--- config.mk ---
export PLATFORM = sky130hd
export DESIGN_NAME = lowest_free_descriptor_table
export DESIGN_NICKNAME = d
export VERILOG_FILES = /design/src/rtl/lfdt_pkg.sv /design/src/rtl/lfdt_in_reg.sv /design/src/rtl/lfdt_table.sv /design/src/rtl/lfdt_out_reg.sv /design/src/rtl/lowest_free_descriptor_table.sv
export SDC_FILE = /design/constraint.sdc
export NUM_CORES = 1
export LEC_CHECK = 0
export BUFFER_PORTS_ARGS = -buffer_cell sky130_fd_sc_hd__buf_2
export CORE_ASPECT_RATIO = 1.2
export CORE_MARGIN = 5
export CORE_UTILIZATION = 50
export CTS_CLUSTER_SIZE = 20
export DETAILED_ROUTE_END_ITERATION = 8
export GPL_TIMING_DRIVEN = 0
export PLACE_DENSITY_LB_ADDON = 0.05
export SETUP_SLACK_MARGIN = 0.02
export SLEW_MARGIN = 5
export SYNTH_ARGS = -nofsm -noshare
export SYNTH_HDL_FRONTEND = slang
export SYNTH_HIERARCHICAL = 1
export SYNTH_SLANG_ARGS = --single-unit
--- constraint.sdc ---
create_clock -name clk -period 4 [get_ports clk]
set_input_delay 0.2 -clock clk [delete_from_list [all_inputs] [get_ports clk]]
set_output_delay 0.2 -clock clk [all_outputs]
set_load 0.01 [all_outputs]
--- src/rtl/lfdt_pkg.sv ---
`default_nettype none

package lfdt_pkg;

  localparam int MAX_FDS     = 32;
  localparam int HANDLE_BITS = 16;
  localparam int IDX_BITS    = (MAX_FDS > 1) ? $clog2(MAX_FDS) : 1;

  localparam int OPCODE_W = 2;
  localparam int DESC_W   = 8;
  localparam int FH_W     = 16;
  localparam int STATUS_W = 3;

  typedef enum logic [OPCODE_W-1:0] {
    OP_ALLOC  = 2'd0,
    OP_FREE   = 2'd1,
    OP_LOOKUP = 2'd2,
    OP_CLEAR  = 2'd3
  } opcode_t;

  typedef enum logic [STATUS_W-1:0] {
    ST_OK        = 3'd0,
    ST_TOO_MANY  = 3'd1,
    ST_BAD_FD    = 3'd2,
    ST_NOT_READ  = 3'd3,
    ST_NOT_WRITE = 3'd4
  } status_t;

  typedef struct packed {
    opcode_t           opcode;
    logic [DESC_W-1:0] descriptor;
    logic [FH_W-1:0]   file_handle;
    logic              read_bit;
    logic              write_bit;
  } req_t;

  typedef struct packed {
    status_t           status;
    logic [DESC_W-1:0] result_descriptor;
    logic [FH_W-1:0]   result_handle;
  } res_t;

endpackage

`default_nettype wire

--- src/rtl/lfdt_in_reg.sv ---
`default_nettype none

module lfdt_in_reg (
  input  wire logic          clk,
  input  wire logic          rst,
  input  wire logic          in_valid,
  input  wire lfdt_pkg::req_t req_in,
  input  wire logic          advance,
  output logic               stall,
  output logic               q_valid,
  output lfdt_pkg::req_t     q
);

  logic accept;

  assign stall  = q_valid && !advance;
  assign accept = in_valid && !stall;

  always_ff @(posedge clk) begin
    if (rst) begin
      q_valid <= 1'b0;
    end else if (accept) begin
      q_valid <= 1'b1;
    end else if (advance) begin
      q_valid <= 1'b0;
    end
  end

  always_ff @(posedge clk) begin
    if (accept) begin
      q <= req_in;
    end
  end

endmodule

`default_nettype wire

--- src/rtl/lfdt_table.sv ---
`default_nettype none

module lfdt_table (
  input  wire logic          clk,
  input  wire logic          rst,
  input  wire logic          exec,
  input  wire lfdt_pkg::req_t req,
  output lfdt_pkg::res_t     res
);

  logic [lfdt_pkg::MAX_FDS-1:0]     slot_valid;
  logic [lfdt_pkg::HANDLE_BITS-1:0] slot_handle [lfdt_pkg::MAX_FDS];
  logic [1:0]                       slot_mode   [lfdt_pkg::MAX_FDS];

  logic                          free_found;
  logic [lfdt_pkg::IDX_BITS-1:0] free_idx;
  logic                          in_range;
  logic [lfdt_pkg::IDX_BITS-1:0] fd_idx;
  logic                          fd_live;
  logic [1:0]                    fd_mode;
  logic [lfdt_pkg::HANDLE_BITS-1:0] fd_handle;

  // Lowest free slot: scan from the top so the lowest index wins.
  always_comb begin
    free_found = 1'b0;
    free_idx   = '0;
    for (int i = lfdt_pkg::MAX_FDS - 1; i >= 0; i--) begin
      if (!slot_valid[i]) begin
        free_found = 1'b1;
        free_idx   = lfdt_pkg::IDX_BITS'(i);
      end
    end
  end

  assign in_range  = ({1'b0, req.descriptor} < (lfdt_pkg::DESC_W + 1)'(lfdt_pkg::MAX_FDS));
  assign fd_idx    = lfdt_pkg::IDX_BITS'(req.descriptor);
  assign fd_live   = in_range && slot_valid[fd_idx];
  assign fd_mode   = slot_mode[fd_idx];
  assign fd_handle = slot_handle[fd_idx];

  always_comb begin
    res = '{status: lfdt_pkg::ST_OK, result_descriptor: '0, result_handle: '0};
    unique case (req.opcode)
      lfdt_pkg::OP_ALLOC: begin
        if (!free_found) begin
          res.status = lfdt_pkg::ST_TOO_MANY;
        end else begin
          res.result_descriptor = lfdt_pkg::DESC_W'(free_idx);
        end
      end
      lfdt_pkg::OP_FREE: begin
        if (!fd_live) begin
          res.status = lfdt_pkg::ST_BAD_FD;
        end
      end
      lfdt_pkg::OP_LOOKUP: begin
        if (!fd_live) begin
          res.status = lfdt_pkg::ST_BAD_FD;
        end else if (req.read_bit && !fd_mode[0]) begin
          res.status = lfdt_pkg::ST_NOT_READ;
        end else if (req.write_bit && !fd_mode[1]) begin
          res.status = lfdt_pkg::ST_NOT_WRITE;
        end else begin
          res.result_handle = lfdt_pkg::FH_W'(fd_handle);
        end
      end
      lfdt_pkg::OP_CLEAR: begin
        res.status = lfdt_pkg::ST_OK;
      end
      default: begin
        res.status = lfdt_pkg::ST_OK;
      end
    endcase
  end

  always_ff @(posedge clk) begin
    if (rst) begin
      slot_valid <= '0;
    end else if (exec) begin
      case (req.opcode)
        lfdt_pkg::OP_ALLOC: if (free_found) slot_valid[free_idx] <= 1'b1;
        lfdt_pkg::OP_FREE:  if (fd_live) slot_valid[fd_idx] <= 1'b0;
        lfdt_pkg::OP_CLEAR: slot_valid <= '0;
        default: ;
      endcase
    end
  end

  // Payload only: entries are read only once their valid bit is set.
  always_ff @(posedge clk) begin
    if (exec && req.opcode == lfdt_pkg::OP_ALLOC && free_found) begin
      slot_handle[free_idx] <= lfdt_pkg::HANDLE_BITS'(req.file_handle);
      slot_mode[free_idx]   <= {req.write_bit, req.read_bit};
    end
  end

endmodule

`default_nettype wire

--- src/rtl/lfdt_out_reg.sv ---
`default_nettype none

module lfdt_out_reg (
  input  wire logic          clk,
  input  wire logic          rst,
  input  wire logic          load,
  input  wire lfdt_pkg::res_t res_in,
  input  wire logic          out_stall,
  output logic               ready,
  output logic               out_valid,
  output lfdt_pkg::res_t     q
);

  // Room for a new result when empty or when the held one leaves now.
  assign ready = !out_valid || !out_stall;

  always_ff @(posedge clk) begin
    if (rst) begin
      out_valid <= 1'b0;
    end else if (load) begin
      out_valid <= 1'b1;
    end else if (!out_stall) begin
      out_valid <= 1'b0;
    end
  end

  always_ff @(posedge clk) begin
    if (load) begin
      q <= res_in;
    end
  end

endmodule

`default_nettype wire

--- src/rtl/lowest_free_descriptor_table.sv ---
// Lowest-free descriptor table: 32 slots, each holding a 16-bit file handle
// and read/write permission bits. Allocate takes the lowest free slot,
// free releases one, lookup returns the handle after an access check, and
// clear empties the table; every request transaction yields exactly one
// result transaction. One transaction is taken per clock cycle sustained
// while out_stall is low; a request is held in the request register and
// its result then loads into the result register once that register has
// room. The per-request work, a priority encoder over the 32-bit valid
// map plus one slot read, sits between those two registers, and the table
// update lands on the same edge that loads the result, so back-to-back
// requests always see each other's effects. The valid map is cleared by
// reset; no clearing pass is needed.
`default_nettype none

module lowest_free_descriptor_table (
  input  wire logic        clk,
  input  wire logic        rst,

  input  wire logic        in_valid,
  output logic             in_stall,
  input  wire logic [1:0]  opcode,
  input  wire logic [7:0]  descriptor,
  input  wire logic [15:0] file_handle,
  input  wire logic        read_bit,
  input  wire logic        write_bit,

  output logic             out_valid,
  input  wire logic        out_stall,
  output logic [2:0]       status,
  output logic [7:0]       result_descriptor,
  output logic [15:0]      result_handle
);

  lfdt_pkg::req_t req_in;
  lfdt_pkg::req_t req_q;
  lfdt_pkg::res_t res_comb;
  lfdt_pkg::res_t res_q;
  logic           req_valid;
  logic           out_ready;
  logic           exec;

  // Gather the request transaction into one struct.
  assign req_in = '{opcode:      lfdt_pkg::opcode_t'(opcode),
                    descriptor:  descriptor,
                    file_handle: file_handle,
                    read_bit:    read_bit,
                    write_bit:   write_bit};

  // Execute the held request whenever the result register has room.
  assign exec = req_valid && out_ready;

  lfdt_in_reg u_in_reg (
    .clk      (clk),
    .rst      (rst),
    .in_valid (in_valid),
    .req_in   (req_in),
    .advance  (out_ready),
    .stall    (in_stall),
    .q_valid  (req_valid),
    .q        (req_q)
  );

  lfdt_table u_table (
    .clk  (clk),
    .rst  (rst),
    .exec (exec),
    .req  (req_q),
    .res  (res_comb)
  );

  lfdt_out_reg u_out_reg (
    .clk       (clk),
    .rst       (rst),
    .load      (exec),
    .res_in    (res_comb),
    .out_stall (out_stall),
    .ready     (out_ready),
    .out_valid (out_valid),
    .q         (res_q)
  );

  // Drive the result transaction fields.
  assign status            = res_q.status;
  assign result_descriptor = res_q.result_descriptor;
  assign result_handle     = res_q.result_handle;

endmodule

`default_nettype wire

==> results.sh <==
export IMPL_status="completed"
export IMPL_critical_path_startpoint_type="flop"
export IMPL_initial_utilization=0.507
export IMPL_coreArea_um2=51600
export IMPL_path_cells="clkbuf_1 -> nand2_1 -> a31oi_1 -> o311ai_2 -> nand4_1 -> and2_1 -> nand2_1 -> nor2_2 -> buf_16"
export IMPL_syn_mean_instance_area_um2=19.3
export IMPL_global_route_usage_total=0.258
export IMPL_slowest_stage_cell_cp="sky130_fd_sc_hd__nor2_2"
export IMPL_fin_ws_ns=0.0708
export IMPL_synth_ff_latch_count=665
export IMPL_global_route_wire_length_before_repair_um=104000
export IMPL_vdd_ir_drop_max_mv=0.384
export IMPL_final_period_utilization=0.982
export IMPL_dieWidth_um=219
export IMPL_timing_final_crit_period_ns=3.93
export IMPL_worst_slew_pin_transition_ns=1.18
export IMPL_cp_common_cell="sky130_fd_sc_hd__nand2_1"
export IMPL_drtIter0Drc=1107
export IMPL_io_pins=61
export IMPL_synth_lib_cells_used_distinct=68
export IMPL_leakage_nw=9.64
export IMPL_synthFlopType="sky130_fd_sc_hd__edfxtp_1"
export IMPL_hold_worst_slack_ns=0.110
export IMPL_synthesis_yosys_warnings=6
export IMPL_global_route_overflow_total=0
export IMPL_numClockSinks=665
export IMPL_max_freq_mhz=255
export IMPL_num_rows=91
export IMPL_grt_start_max_net_pins=34
export IMPL_synthAdderAreaFrac=0
export IMPL_endpoint_class_of_the_critical_path="flop"
export IMPL_main_combinational_cell_family_by_area_after_synthesis="multiplexers"
export IMPL_final_hold_violation_count=0
export IMPL_route_detailed_wl_per_inst_um=31.5
export IMPL_routed_wl_um=72600
export IMPL_dp_final_hpwl_um=51300
export IMPL_power_density_cell_area_nw_per_um2=467
export IMPL_synth_cell_area_um2=26100
export IMPL_critPathTopFamily="simple AND/OR/NAND/NOR gates"
export IMPL_hold_start="out_stall"
export IMPL_numCtsBuffers=67
export IMPL_diodes=0
export IMPL_criticalPathCategory="flop to flop"
export IMPL_synth_cells=1355
export IMPL_antenna_left=0
export IMPL_finClkSkew_ns=0.0215
export IMPL_cts_max_level=3
export IMPL_die_h_um=260
export IMPL_post_synth_mux_area_share=0.132
export IMPL_worstPathBufferInverterCount=2
export IMPL_flow_area_growth_from_synthesis_pct=16.7
export IMPL_die_area_um2=57000
export IMPL_synth_commonest_cells="sky130_fd_sc_hd__edfxtp_1, sky130_fd_sc_hd__mux4_2, sky130_fd_sc_hd__nor2_1, sky130_fd_sc_hd__o22ai_1, sky130_fd_sc_hd__nand2_1"
export IMPL_drc=0
export IMPL_yosysTopAreaCell="sky130_fd_sc_hd__edfxtp_1"
export IMPL_insertion_delay_ns=0.59
export IMPL_critical_path_startpoint="u_table/slot_valid[14]"
export IMPL_grt_antenna_before_repair=0
export IMPL_synth_top_cells_by_area="sky130_fd_sc_hd__edfxtp_1, sky130_fd_sc_hd__mux4_2, sky130_fd_sc_hd__dfxtp_1"
export IMPL_timing_critical_path_fanout_max=12
export IMPL_cts_tree="yes"
export IMPL_slew_limit_headroom=0.214
export IMPL_worst_setup_hold_path_clk_slew_ns=0.06
export IMPL_maxSlewViolCount=0
export IMPL_nets=1592
export IMPL_synth_async_reset_ratio=0
export IMPL_clockRootBuffer="sky130_fd_sc_hd__clkbuf_16"
export IMPL_vias_per_cell=6.11
export IMPL_placer_congestion_estimate=0.979
export IMPL_synth_compound_gate_area_share=0.0505
export IMPL_fill_cells=3783
export IMPL_synthSimpleGateAreaFrac=0.0482
export IMPL_worstPathRequired_ns=4.30
export IMPL_proportion_of_synthesized_chip_area_in_sequential_cells=0.751
export IMPL_grt_pass1_vias=14700
export IMPL_share_of_post_route_cells_with_drive_strength_above_1=0.274
export IMPL_synth_enable_flop_cells=631
export IMPL_drv_cap=0
export IMPL_setup_viol=0
export IMPL_hold_path_class="primary input to flop"
export IMPL_arrival_ns=4.22
export IMPL_detailedRoute_firstPassIterationCount=6
export IMPL_r2r_start="u_table/slot_valid[14]"
export IMPL_placement_setup_worst_slack_ns=-0.863
export IMPL_yosysTopAreaCellShare=0.725
export IMPL_cp_slowest_stage_delay_ns=0.63
export IMPL_cell_with_the_most_instances_after_synthesis="sky130_fd_sc_hd__edfxtp_1"
export IMPL_yosys_area_share_xor_xnor=0
export IMPL_clk_path_buf_depth=3
export IMPL_dr_total_vias=14100
export IMPL_grt_setup_unrepaired="true"
export IMPL_utilization=0.591
export IMPL_port_buffers=60
## per-stage QoR
| step | TNS, ns | instance area (µm²) | power, mW | std cells |
|---|---|---|---|---|
| floorplan | 0 | 26100 | 8.22 | 1357 |
| global placement | -746.63 | 27300 | 8.48 | 2114 |
| detailed placement | -209.33 | 28000 | 8.50 | 2145 |
| CTS | -0.145 | 30500 | 14.4 | 2299 |
| global route | -0.956 | 30500 | 14.7 | 2301 |
| finish | 0 | 30500 | 14.2 | 2301 |
## area by class of cell
type | count | area, µm² | area share
Clock inverter | 27 | 233 | 0.00763
Tap cell | 697 | 872 | 0.0286
Timing Repair Buffer | 134 | 1310 | 0.0431
Multi-Input combinational cell | 602 | 6190 | 0.203
Sequential cell | 665 | 19600 | 0.644
Clock buffer | 86 | 1780 | 0.0583
Buffer | 80 | 440 | 0.0144
Inverter | 10 | 37.5 | 0.00123
## path summary, 6_finish.rpt
kind                                  to  slack (ns)  cells after the start
max          u_table/slot_handle[17][11]        0.07                      9
min                     u_in_reg/q_valid        0.11                      4
max reg2reg  u_table/slot_handle[17][11]        0.07                      9
min reg2reg       u_table/slot_valid[31]        0.55                      2
## cell families (layout without fill, tap and decap cells)
group                  after synthesis  in the layout
AOI/OAI and AO/OA                  207            207
buffers and inverters               90            337
DFF                                665            665
muxes                              161            161
other                                1              3
and+or+nand+nor                    231            231
## worst min-delay path: stages
cell,delay [ns]
sky130_fd_sc_hd__buf_2,0.11
sky130_fd_sc_hd__nand2_1,0.12
sky130_fd_sc_hd__nor2b_4,0.07
sky130_fd_sc_hd__o21ba_1,0.16
## metal layers
| metal | share of wire | global-route usage | up-vias |
|---|---|---|---|
| met5 | 0 | 0 | - |
| met4 | 0.056 | 0.131 | 0 |
| met3 | 0.047 | 0.0343 | 151 |
| met2 | 0.52 | 0.452 | 494 |
| met1 | 0.38 | 0.317 | 7345 |
| li1 | - | - | 6063 |
## repair_timing
item,in CTS,in global routing
setup buffers,10,1
hold endpoints to repair,30,0
resized for setup,13,0
hold buffers,31,0
pin swaps,7,1
setup endpoints to repair,568,80
## power breakdown
part	internal (mW)	switching, mW	total, mW
registers	7.66	0.103	7.76
clock network	3.39	2.49	5.88
logic	0.254	0.349	0.603
## sequential cells by signal, indices dropped and copies added (netlist names)
register             count
u_table/slot_handle    512
u_in_reg/q              28
u_in_reg/q_valid         1
u_table/slot_mode       64
u_table/slot_valid      32
u_out_reg/q             27
u_out_reg/out_valid      1
## cell usage in the layout, fill, tap and decap left out, types with 9 or more instances in the layout
master,count
sky130_fd_sc_hd__o21ai_0,30
sky130_fd_sc_hd__nor3_1,10
sky130_fd_sc_hd__o21ai_1,9
sky130_fd_sc_hd__inv_1,9
sky130_fd_sc_hd__mux4_2,146
sky130_fd_sc_hd__or4_1,15
sky130_fd_sc_hd__dfxtp_1,34
sky130_fd_sc_hd__nand2_1,41
sky130_fd_sc_hd__o22ai_1,63
sky130_fd_sc_hd__nor2_2,21
sky130_fd_sc_hd__clkinv_1,11
sky130_fd_sc_hd__nand4_1,16
sky130_fd_sc_hd__dlygate4sd3_1,31
sky130_fd_sc_hd__a31oi_1,15
sky130_fd_sc_hd__nor2_1,31
sky130_fd_sc_hd__nor2b_1,10
sky130_fd_sc_hd__clkinv_2,9
sky130_fd_sc_hd__buf_4,32
sky130_fd_sc_hd__nand3_1,15
sky130_fd_sc_hd__clkbuf_1,40
sky130_fd_sc_hd__clkbuf_16,67
sky130_fd_sc_hd__nor2_4,11
sky130_fd_sc_hd__o211ai_1,11
sky130_fd_sc_hd__a211oi_1,10
sky130_fd_sc_hd__buf_2,85
sky130_fd_sc_hd__buf_8,23
sky130_fd_sc_hd__mux2i_1,12
sky130_fd_sc_hd__edfxtp_1,631
sky130_fd_sc_hd__a21oi_1,34
Power figures use the tool's default switching activity.
